### src/hdl/iedr_pkg.sv
package iedr_pkg;

   // Width of one snapshot beat and of a reported port number.
   localparam int unsigned WORD_BITS = 64;
   localparam int unsigned PORT_W    = 7;

   typedef logic [PORT_W-1:0] port_num_type;

   // What one direction's picker hands back to the top level.
   typedef struct packed {
      logic         found;
      port_num_type port_num;
   } pick_type;

endpackage

### src/hdl/iedr_picker.sv
module iedr_picker #(
   parameter int unsigned NUM_PORTS = 64
) (
   input  logic [NUM_PORTS-1:0] active,
   input  logic [NUM_PORTS-1:0] reported,
   output iedr_pkg::pick_type   pick,
   output logic [NUM_PORTS-1:0] reported_in
);
   import iedr_pkg::*;

   logic [NUM_PORTS-1:0] fresh;
   logic [NUM_PORTS-1:0] lowest;
   port_num_type         num;

   // Isolate the lowest fresh bit, then encode the one-hot result.
   assign fresh  = active & ~reported;
   assign lowest = fresh & (~fresh + NUM_PORTS'(1));

   always_comb begin
      num = '0;
      for (int i = 0; i < NUM_PORTS; i++) begin
         if (lowest[i]) begin
            num = num | PORT_W'(i + 1);
         end
      end
   end

   assign pick.found    = |fresh;
   assign pick.port_num = num;

   // Mark the picked port, then drop ports that have gone inactive.
   assign reported_in = (reported | lowest) & active;

endmodule

### src/hdl/input_edge_event_reporter.sv
// Input edge event reporter. Each request beat carries one snapshot of up to
// 64 active-low input lines (bit n is port n+1, a 0 means pressed). For each
// direction the block keeps a mask of ports already reported; per snapshot it
// reports the lowest-numbered port that is newly pressed and the lowest that
// is newly released, as numbers 1..NUM_PORTS with 0 meaning none, and one
// response beat comes out for every request beat, in order. A port that stays
// active is reported once only, and becomes eligible again after it has gone
// inactive. Snapshot bits at and above NUM_PORTS are ignored. The block takes
// one beat per clock cycle while req_stall is low: a request is held in an
// input register, the priority encode and mask update run from there, and the
// result lands in an output register, where it is held while the response side
// stalls. req_stall rises only when both registers are full and the response
// side is stalling.
module input_edge_event_reporter #(
   parameter int unsigned NUM_PORTS = 64
) (
   input  logic                            clock,
   input  logic                            reset,
   input  logic                            req_valid,
   output logic                            req_stall,
   input  logic [iedr_pkg::WORD_BITS-1:0]  req_raw_inputs,
   output logic                            rsp_valid,
   input  logic                            rsp_stall,
   output logic [iedr_pkg::PORT_W-1:0]     rsp_press_port,
   output logic [iedr_pkg::PORT_W-1:0]     rsp_release_port
);
   import iedr_pkg::*;

   // Input register: the accepted snapshot, only the ports in use.
   logic                 s1_valid_ff, s1_valid_in;
   logic [NUM_PORTS-1:0] raw_ff, raw_in;

   // Reported masks, one per direction.
   logic [NUM_PORTS-1:0] press_rep_ff, press_rep_in;
   logic [NUM_PORTS-1:0] rel_rep_ff, rel_rep_in;

   // Output register.
   logic                 rsp_valid_ff, rsp_valid_in;
   port_num_type         press_ff, press_in;
   port_num_type         rel_ff, rel_in;

   logic                 out_free;
   logic                 advance;
   logic                 req_take;
   pick_type             press_pick;
   pick_type             rel_pick;
   logic [NUM_PORTS-1:0] press_next;
   logic [NUM_PORTS-1:0] rel_next;

   // The output register can take a new result when it is empty or its
   // current beat is leaving this cycle.
   assign out_free  = !rsp_valid_ff || !rsp_stall;
   assign advance   = s1_valid_ff && out_free;
   assign req_stall = s1_valid_ff && !out_free;
   assign req_take  = req_valid && !req_stall;

   // Pressed is a low line, released a high one.
   iedr_picker #(.NUM_PORTS(NUM_PORTS)) u_press (
      .active      (~raw_ff),
      .reported    (press_rep_ff),
      .pick        (press_pick),
      .reported_in (press_next)
   );

   iedr_picker #(.NUM_PORTS(NUM_PORTS)) u_release (
      .active      (raw_ff),
      .reported    (rel_rep_ff),
      .pick        (rel_pick),
      .reported_in (rel_next)
   );

   always_comb begin
      s1_valid_in  = s1_valid_ff;
      raw_in       = raw_ff;
      press_rep_in = press_rep_ff;
      rel_rep_in   = rel_rep_ff;
      rsp_valid_in = rsp_valid_ff;
      press_in     = press_ff;
      rel_in       = rel_ff;

      // The response beat leaves; a new one may replace it below.
      if (rsp_valid_ff && !rsp_stall) begin
         rsp_valid_in = 1'b0;
      end

      // The held snapshot moves on: update the masks exactly once per beat.
      if (advance) begin
         s1_valid_in  = 1'b0;
         press_rep_in = press_next;
         rel_rep_in   = rel_next;
         rsp_valid_in = 1'b1;
         press_in     = press_pick.port_num;
         rel_in       = rel_pick.port_num;
      end

      if (req_take) begin
         s1_valid_in = 1'b1;
         raw_in      = req_raw_inputs[NUM_PORTS-1:0];
      end
   end

   always_ff @(posedge clock) begin
      if (reset) begin
         s1_valid_ff  <= 1'b0;
         rsp_valid_ff <= 1'b0;
         press_rep_ff <= '0;
         rel_rep_ff   <= '0;
      end else begin
         s1_valid_ff  <= s1_valid_in;
         rsp_valid_ff <= rsp_valid_in;
         press_rep_ff <= press_rep_in;
         rel_rep_ff   <= rel_rep_in;
      end
   end

   always_ff @(posedge clock) begin
      raw_ff   <= raw_in;
      press_ff <= press_in;
      rel_ff   <= rel_in;
   end

   assign rsp_valid        = rsp_valid_ff;
   assign rsp_press_port   = press_ff;
   assign rsp_release_port = rel_ff;

   // A port cannot be reported as both pressed and released at once.
   a_masks_disjoint : assert property (@(posedge clock) disable iff (reset)
      (press_rep_ff & rel_rep_ff) == '0)
      else $error("press and release masks overlap");

   a_dirs_differ : assert property (@(posedge clock) disable iff (reset)
      rsp_valid_ff && press_ff != '0 |-> press_ff != rel_ff)
      else $error("same port reported in both directions");

   a_num_range : assert property (@(posedge clock) disable iff (reset)
      rsp_valid_ff |-> press_ff <= PORT_W'(NUM_PORTS) && rel_ff <= PORT_W'(NUM_PORTS))
      else $error("reported port number out of range");

   a_stall_cause : assert property (@(posedge clock) disable iff (reset)
      req_stall |-> s1_valid_ff && rsp_valid_ff)
      else $error("request stalled with room to spare");

   a_found_matches : assert property (@(posedge clock) disable iff (reset)
      advance |=> rsp_valid_ff && ((press_ff != '0) == $past(press_pick.found)))
      else $error("press result disagrees with picker");

endmodule

### config.mk
export PLATFORM = sky130hd
export DESIGN_NAME = input_edge_event_reporter
export DESIGN_NICKNAME = d
export VERILOG_FILES = /design/src/hdl/iedr_pkg.sv /design/src/hdl/iedr_picker.sv /design/src/hdl/input_edge_event_reporter.sv
export SDC_FILE = /design/constraint.sdc
export NUM_CORES = 1
export LEC_CHECK = 0
export ABC_AREA = 1
export BUFFER_PORTS_ARGS = -buffer_cell sky130_fd_sc_hd__buf_2
export CAP_MARGIN = 20
export CORE_MARGIN = 5
export CORE_UTILIZATION = 65
export DETAILED_ROUTE_END_ITERATION = 12
export GPL_ROUTABILITY_DRIVEN = 1
export GPL_TIMING_DRIVEN = 0
export PLACE_DENSITY = 0.83
export SYNTH_ARGS = -nofsm -noshare
export SYNTH_HDL_FRONTEND = slang
export SYNTH_SLANG_ARGS = --single-unit
### constraint.sdc
create_clock -name clock -period 7 [get_ports clock]
set_input_delay 1.4 -clock clock [delete_from_list [all_inputs] [get_ports clock]]
set_output_delay 1.4 -clock clock [all_outputs]
set_load 0.01 [all_outputs]
==> results of run 1 <==
-- layout make-up --
cell class / instances / area share
Tap cell: 265 / 0.02289
Inverter: 291 / 0.07541
Sequential cell: 208 / 0.3414
Clock inverter: 11 / 0.01080
Timing Repair Buffer: 83 / 0.02971
Clock buffer: 33 / 0.04958
Buffer: 42 / 0.01244
Multi-Input combinational cell: 1466 / 0.4578
-- metal layers --
metal / track usage / part of all wire
met4: 0.2661 / 0.084
met3: 0.1517 / 0.17
met2: 0.6490 / 0.40
met1: 0.5589 / 0.35
met5: 0 / 0
-- final timing paths --
kind,from,endpoint,slack [ps],cells past startpoint
min reg2reg,press_rep_ff[44],press_rep_ff[44],470,2
max reg2reg,raw_ff[13],rsp_release_port[3],4330,12
min,press_rep_ff[44],press_rep_ff[44],470,2
max,rsp_stall,req_stall,3660,4
-- cell families (layout without fill, tap and decap cells) --
group                  Yosys count  in the layout  synth area share
and+or+nand+nor               1291           1291            0.4236
DFF                            208            208            0.3849
buffers and inverters          333            460           0.09895
AOI/OAI and AO/OA              175            175           0.09252
-- registers in the layout (all words and copies together) (netlist names) --
register,cells
press_rep_ff,64
raw_ff,64
rel_rep_ff,64
rsp_press_port,7
rsp_release_port,7
rsp_valid,1
s1_valid_ff,1
-- worst max-delay path, delay by kind of cell --
kind,cells,cell delay [ps]
and+or+nand+nor,2,290
buffers and inverters,2,250
-- metrics by stage --
step,util,instances,hold slack [ps],setup WS (ps)
after detailed placement,0.6993,2355,461.0,3385
after global routing,0.7443,2399,500.2,3676
after floorplan,-,2007,445.3,3643
after CTS,0.7443,2399,474.2,3713
final,0.7443,2399,470.7,3661
after global placement,0.6982,2354,453.4,2988
-- placed cells by master, fill, tap and decap left out, types with 3 or more instances in the layout --
master,instances
a21oi_1,62
nor2_2,30
nand2_1,610
o21ai_0,11
nand3b_1,15
a211oi_1,35
nand2_2,18
a31oi_1,9
dfxtp_1,130
or2_2,6
nor2_1,424
o211ai_1,3
clkbuf_16,27
clkinv_2,5
buf_2,87
inv_1,285
nand3_1,102
nand4_1,24
bufinv_16,4
nor3_1,31
inv_2,5
nor3b_1,11
edfxtp_1,78
a221oi_1,55
nor2_4,13
clkbuf_1,36
-- power breakdown --
| part | internal, µW | total [µW] | leakage [µW] | switching [µW] |
|---|---|---|---|---|
| Combinational | 68.6 | 287 | 0.00417 | 218 |
| Sequential | 1290 | 1330 | 0.00181 | 44.6 |
| Clock | 864 | 1390 | 0.000430 | 527 |
==> impl_metrics.ini, run 1 <==
[clocking]
clockRootBuffer = clkbuf_16
path_clk_slew_ps = 60
cts_hold_buf = 0
numClockSinks = 208
cts_max_path_buffers = 3
cts_tree = done
cts_setup_buffers = 0
h-tree-depth = 1
clk_latency_ps = 540
post_cts_resized = 0
cts_buffers = 24

[final_layout]
n_fill_cell = 1596
area_delta_synth_final_pct = 12.75
design_area_um2 = 14490
antenna_cells = 0
drive_above_1_share = 0.09606
regArea_um2 = 4945
multi_input_area_um2 = 6631
nets = 2184

[die]
io_pins = 84
initial_core_util = 0.6601
die_h_um = 150.6
core_um2 = 19460
fp.dieArea_um2 = 22680
row_count = 51
die_x_um = 150.6

[detailed_routing]
postRouteAntennaNets = 0
drcViolationCount = 0
routed_wl_um = 50210
dr.pass1.iters = 9
drt-vias-per-instance = 6.095
routedWlPerCell_um = 20.93
drt_iter0_markers = 2273
vias = 14623

[logic_synthesis]
synth_common_cells = nand2_1 (610), nor2_1 (424), inv_1 (286)
synthTopCellsByArea = dfxtp_1 (20%), edfxtp_1 (18%), nand2_1 (18%), nor2_1 (12%), inv_1 (8.4%)
netlist_area_um2 = 12850
syn-num-nets = 2075
async_flop_share = 0
synth_top_area_share = 0.2026
yosysMostFrequentCell = nand2_1
synth_cell_types = 32
yosysSeqAreaShare = 0.3849
synth-seq-cells = 208
yosys_warnings = 0
synth_top_area_cell = dfxtp_1
synth_edf_count = 78
ys.flop_type = dfxtp_1
netlist_instances = 2007
synth.avg_cell_area_um2 = 6.401

[placement]
hpwl_um = 39310
io_buffer_count = 82
gp_congestion = 1.153
dpl-instance-area_um2 = 13610

[pwr]
ir_drop_uv = 258.5
p_leak_uw = 0.006409
power_uw = 3011
power.density_nw_per_um2 = 207.9

[critical_path]
start_kind = primary input
worstPathRequired_ps = 5600
crit_chain = buf_2, nand2_1, nor2_1, buf_2
critPathCaptureType = primary output
worstPathMaxFanout = 3
critical-path-max-stage-delay_ps = 210
critPathKind = in -> out
critPathMostFrequentCell = buf_2
crit_slowest_cell = nor2_1
cp.arrival_ps = 1940

[timing]
fmax_ghz = 0.2995
setup_tns_ps = 0
tightestPinTransition_ps = 961.1
post-route-period-util = 0.4771
rsz0062_at_grt = no
setup_viol = 0
slew_headroom = 0.3593
period_minus_slack_ps = 3339
slew_viol_final = 0
skew_ps = 14.07
hold_violations = 0

[global_routing]
grt_pass1_wl_um = 75590
grt_max_degree = 49
grt_pass1_vias = 13859
gr-usage-all-layers = 0.4411
antenna_found_initial = 0
grt_overflow = 0

[flow_run]
cap_violations = 0

[worst_hold_path]
worst_hold_path_type = reg -> reg

[run_status]
status = finished, final reports clean
No activity file was read; power rests on OpenSTA's default activity.
==> run 2: changes to the inputs <==
Settings changed: ABC_AREA 1 to 0, CORE_UTILIZATION 65 to 55, PLACE_DENSITY 0.83 to 0.75.
Clock period 7 ns to 2.9 ns, I/O delays scaled along.
==> impl_metrics.ini, run 2 <==
[run_status]
status = complete, but fails checks
violations = negative setup slack

[clocking]
cts_buffers = 23
clockRootBuffer = clkbuf_16
cts_max_path_buffers = 3
h-tree-depth = 1
clk_latency_ps = 520
cts_hold_buf = 0
numClockSinks = 208
cts_tree = done
path_clk_slew_ps = 70

[pwr]
p_sw_uw = 1839
p_clk_frac = 0.426
intPower_uw = 5022
p_leak_uw = 0.004753
ir_drop_uv = 667.7
pwr-share-seq = 0.470
sw_frac_of_total = 0.2680
power.density_nw_per_um2 = 498.7
pwr-share-comb = 0.105

[final_layout]
most-common-layout-cells = nor2_1 (233), dfxtp_1 (130), nor3_1 (103)
fin_cells = 1749
fin_util = 0.7069
reg_top3 = press_rep_ff: 64 flops, raw_ff: 64 flops, rel_rep_ff: 64 flops
final_common_cell = nor2_1
antenna_cells = 0
drive_above_1_share = 0.2271
area_delta_synth_final_pct = 26.68
nets = 1536

[placement]
place_inst = 1629
hpwl_um = 31290
io_buffer_count = 82
gp_congestion = 1.020

[die]
core_um2 = 19460
die_x_um = 150.5
initial_core_util = 0.5580
die_h_um = 150.5
io_pins = 84
fp.dieArea_um2 = 22660
row_count = 51

[logic_synthesis]
ys.flop_type = dfxtp_1
synth_top_family_by_area = simple AND/OR/NAND/NOR gates
synth.avg_cell_area_um2 = 8.491
yosysMostFrequentCell = nor2_1
synth_fa_ha_area_frac = 0
async_flop_share = 0
yosys_warnings = 0
synth_simple_gate_area_frac = 0.3469
synth_edf_count = 78
synth-xor-area-share = 0
netlist_instances = 1279
netlist_area_um2 = 10860
synth_top_area_share = 0.2396
synth-seq-cells = 208
synthTopCellsByArea = dfxtp_1 (24%), edfxtp_1 (22%), nor2_1 (8.4%), nor3_1 (5.3%), a211oi_1 (4.2%)
synth_common_cells = nor2_1 (244), dfxtp_1 (130), nor3_1 (115)
synth_compound_area_frac = 0.1795
muxShareOfSynthArea = 0
synth_cell_types = 65
yosysSeqAreaShare = 0.4553
synth_top_area_cell = dfxtp_1
syn-num-nets = 1347

[global_routing]
gr-usage-all-layers = 0.3643
grt_max_degree = 39
antenna_found_initial = 0
grt_pass1_vias = 10647
grt_overflow = 0
grt_pass1_wl_um = 62700

[critical_path]
r2r_slack_ps = -20
worstReg2RegStart = raw_ff[0]
worstPathRequired_ps = 3290
start_kind = flip-flop
rr_endpoint = rsp_release_port[2]
cp.arrival_ps = 3310
worstPathMaxFanout = 7
critPathKind = reg -> reg
critPathCaptureType = flip-flop
r2r_cells = 8

[timing]
skew_ps = 15.94
setup_viol = 1
period_minus_slack_ps = 2920
slew_headroom = 0.3230
setup_ws_ps = -19.53
tightestPinTransition_ps = 1016
timing.hold.ws_ps = 230.3
rsz0062_at_grt = yes
post-route-period-util = 1.007
fmax_ghz = 0.3425
slew_viol_final = 0
hold_violations = 0

[detailed_routing]
drt-vias-per-instance = 6.748
routedWlPerCell_um = 24.46
vias = 11803
routed_wl_um = 42770
postRouteAntennaNets = 0
dr.pass1.iters = 8
drt_iter0_markers = 1563
drcViolationCount = 0

[worst_hold_path]
whs_path_depth = 1
worst_hold_path_type = in -> reg
hold_path_end = raw_ff[2]
min-delay-start = req_raw_inputs[2]

[flow_run]
cap_violations = 0
[run 2: changes by cell type after synthesis, moves of 56 or more]
cell     previous run  this run
nand2_1           610        69
inv_1             286        13
nor2_1            424       244
nor3_1             31       115
nor2b_1             0        58
nand3_1           102        46
[run 2: worst max-delay path by stage]
stage | slack, ps | depth (start not counted) | start | endpoint
finish | -20 | 8 | raw_ff[0] | rsp_release_port[2]
detailed placement | -520 | 8 | raw_ff[36] | rsp_release_port[2]
global placement | -570 | 8 | raw_ff[36] | rsp_release_port[2]
floorplan | 360 | 8 | raw_ff[9] | rsp_press_port[3]
CTS | -30 | 8 | raw_ff[12] | rsp_press_port[3]
global route | -160 | 8 | raw_ff[1] | rsp_release_port[2]
[run 2: through the flow]
step           setup slack [ps]  total power, µW  instance area [µm²]  setup TNS (ps)
3_3_place_gp             -571.9             3825                11610          -18520
4_1_cts                  -31.55             6769                12980          -42.77
6_report                 -19.53             6861                13760          -19.53
5_1_grt                  -157.5             7038                13760          -691.1
2_1_floorplan             358.3             3568                10870               0
3_5_place_dp             -515.6             3831                11640           -6153
[run 2: cell type report]
cell class                      instances  area (µm²)
Tap cell                              265       331.6
Fill cell                            1517        5704
Sequential cell                       208        4945
Inverter                               13       48.80
Buffer                                 39       158.9
Timing Repair Buffer                  164        1066
Multi-Input combinational cell       1019        6466
Clock buffer                           25       593.1
Clock inverter                         16       148.9
[run 2: power groups by stage]
stage / logic [µW] / registers, µW / clock network [µW]
3_5_place_dp: 540 / 3290 / 0
3_3_place_gp: 535 / 3290 / 0
6_report: 717 / 3220 / 2920
4_1_cts: 614 / 3220 / 2930
5_1_grt: 759 / 3230 / 3050
2_1_floorplan: 331 / 3240 / 0
[run 2: worst max-delay path, stage by stage, from the launching register on]
cell and delay (ps):
edfxtp_1 500, nor2b_1 230, nor3_2 420, nand4_1 420, nor2_2 410, nand3_1 230, o22ai_2 310, a2111oi_0 140
nand3b_1 120
[run 2: kinds of logic after synthesis]
family,Yosys count
simple gates,725
compound gates,294
flops,208
buf+inv,52
[run 2: timing repair]
action | in CTS | in global routing
setup buffers | 29 | 50
gates cloned | 0 | 0
pin swaps | 7 | 21
endpoints found under the setup margin | 35 | 45
gates resized for setup | 60 | 79
[run 2: metal layers]
layer | share of wire | global-route usage | vias up
met2 | 0.43 | 0.5407 | 826
met5 | 0 | 0 | -
met4 | 0.057 | 0.1688 | 0
met3 | 0.13 | 0.09211 | 177
li1 | - | - | 5259
met1 | 0.38 | 0.5001 | 5541
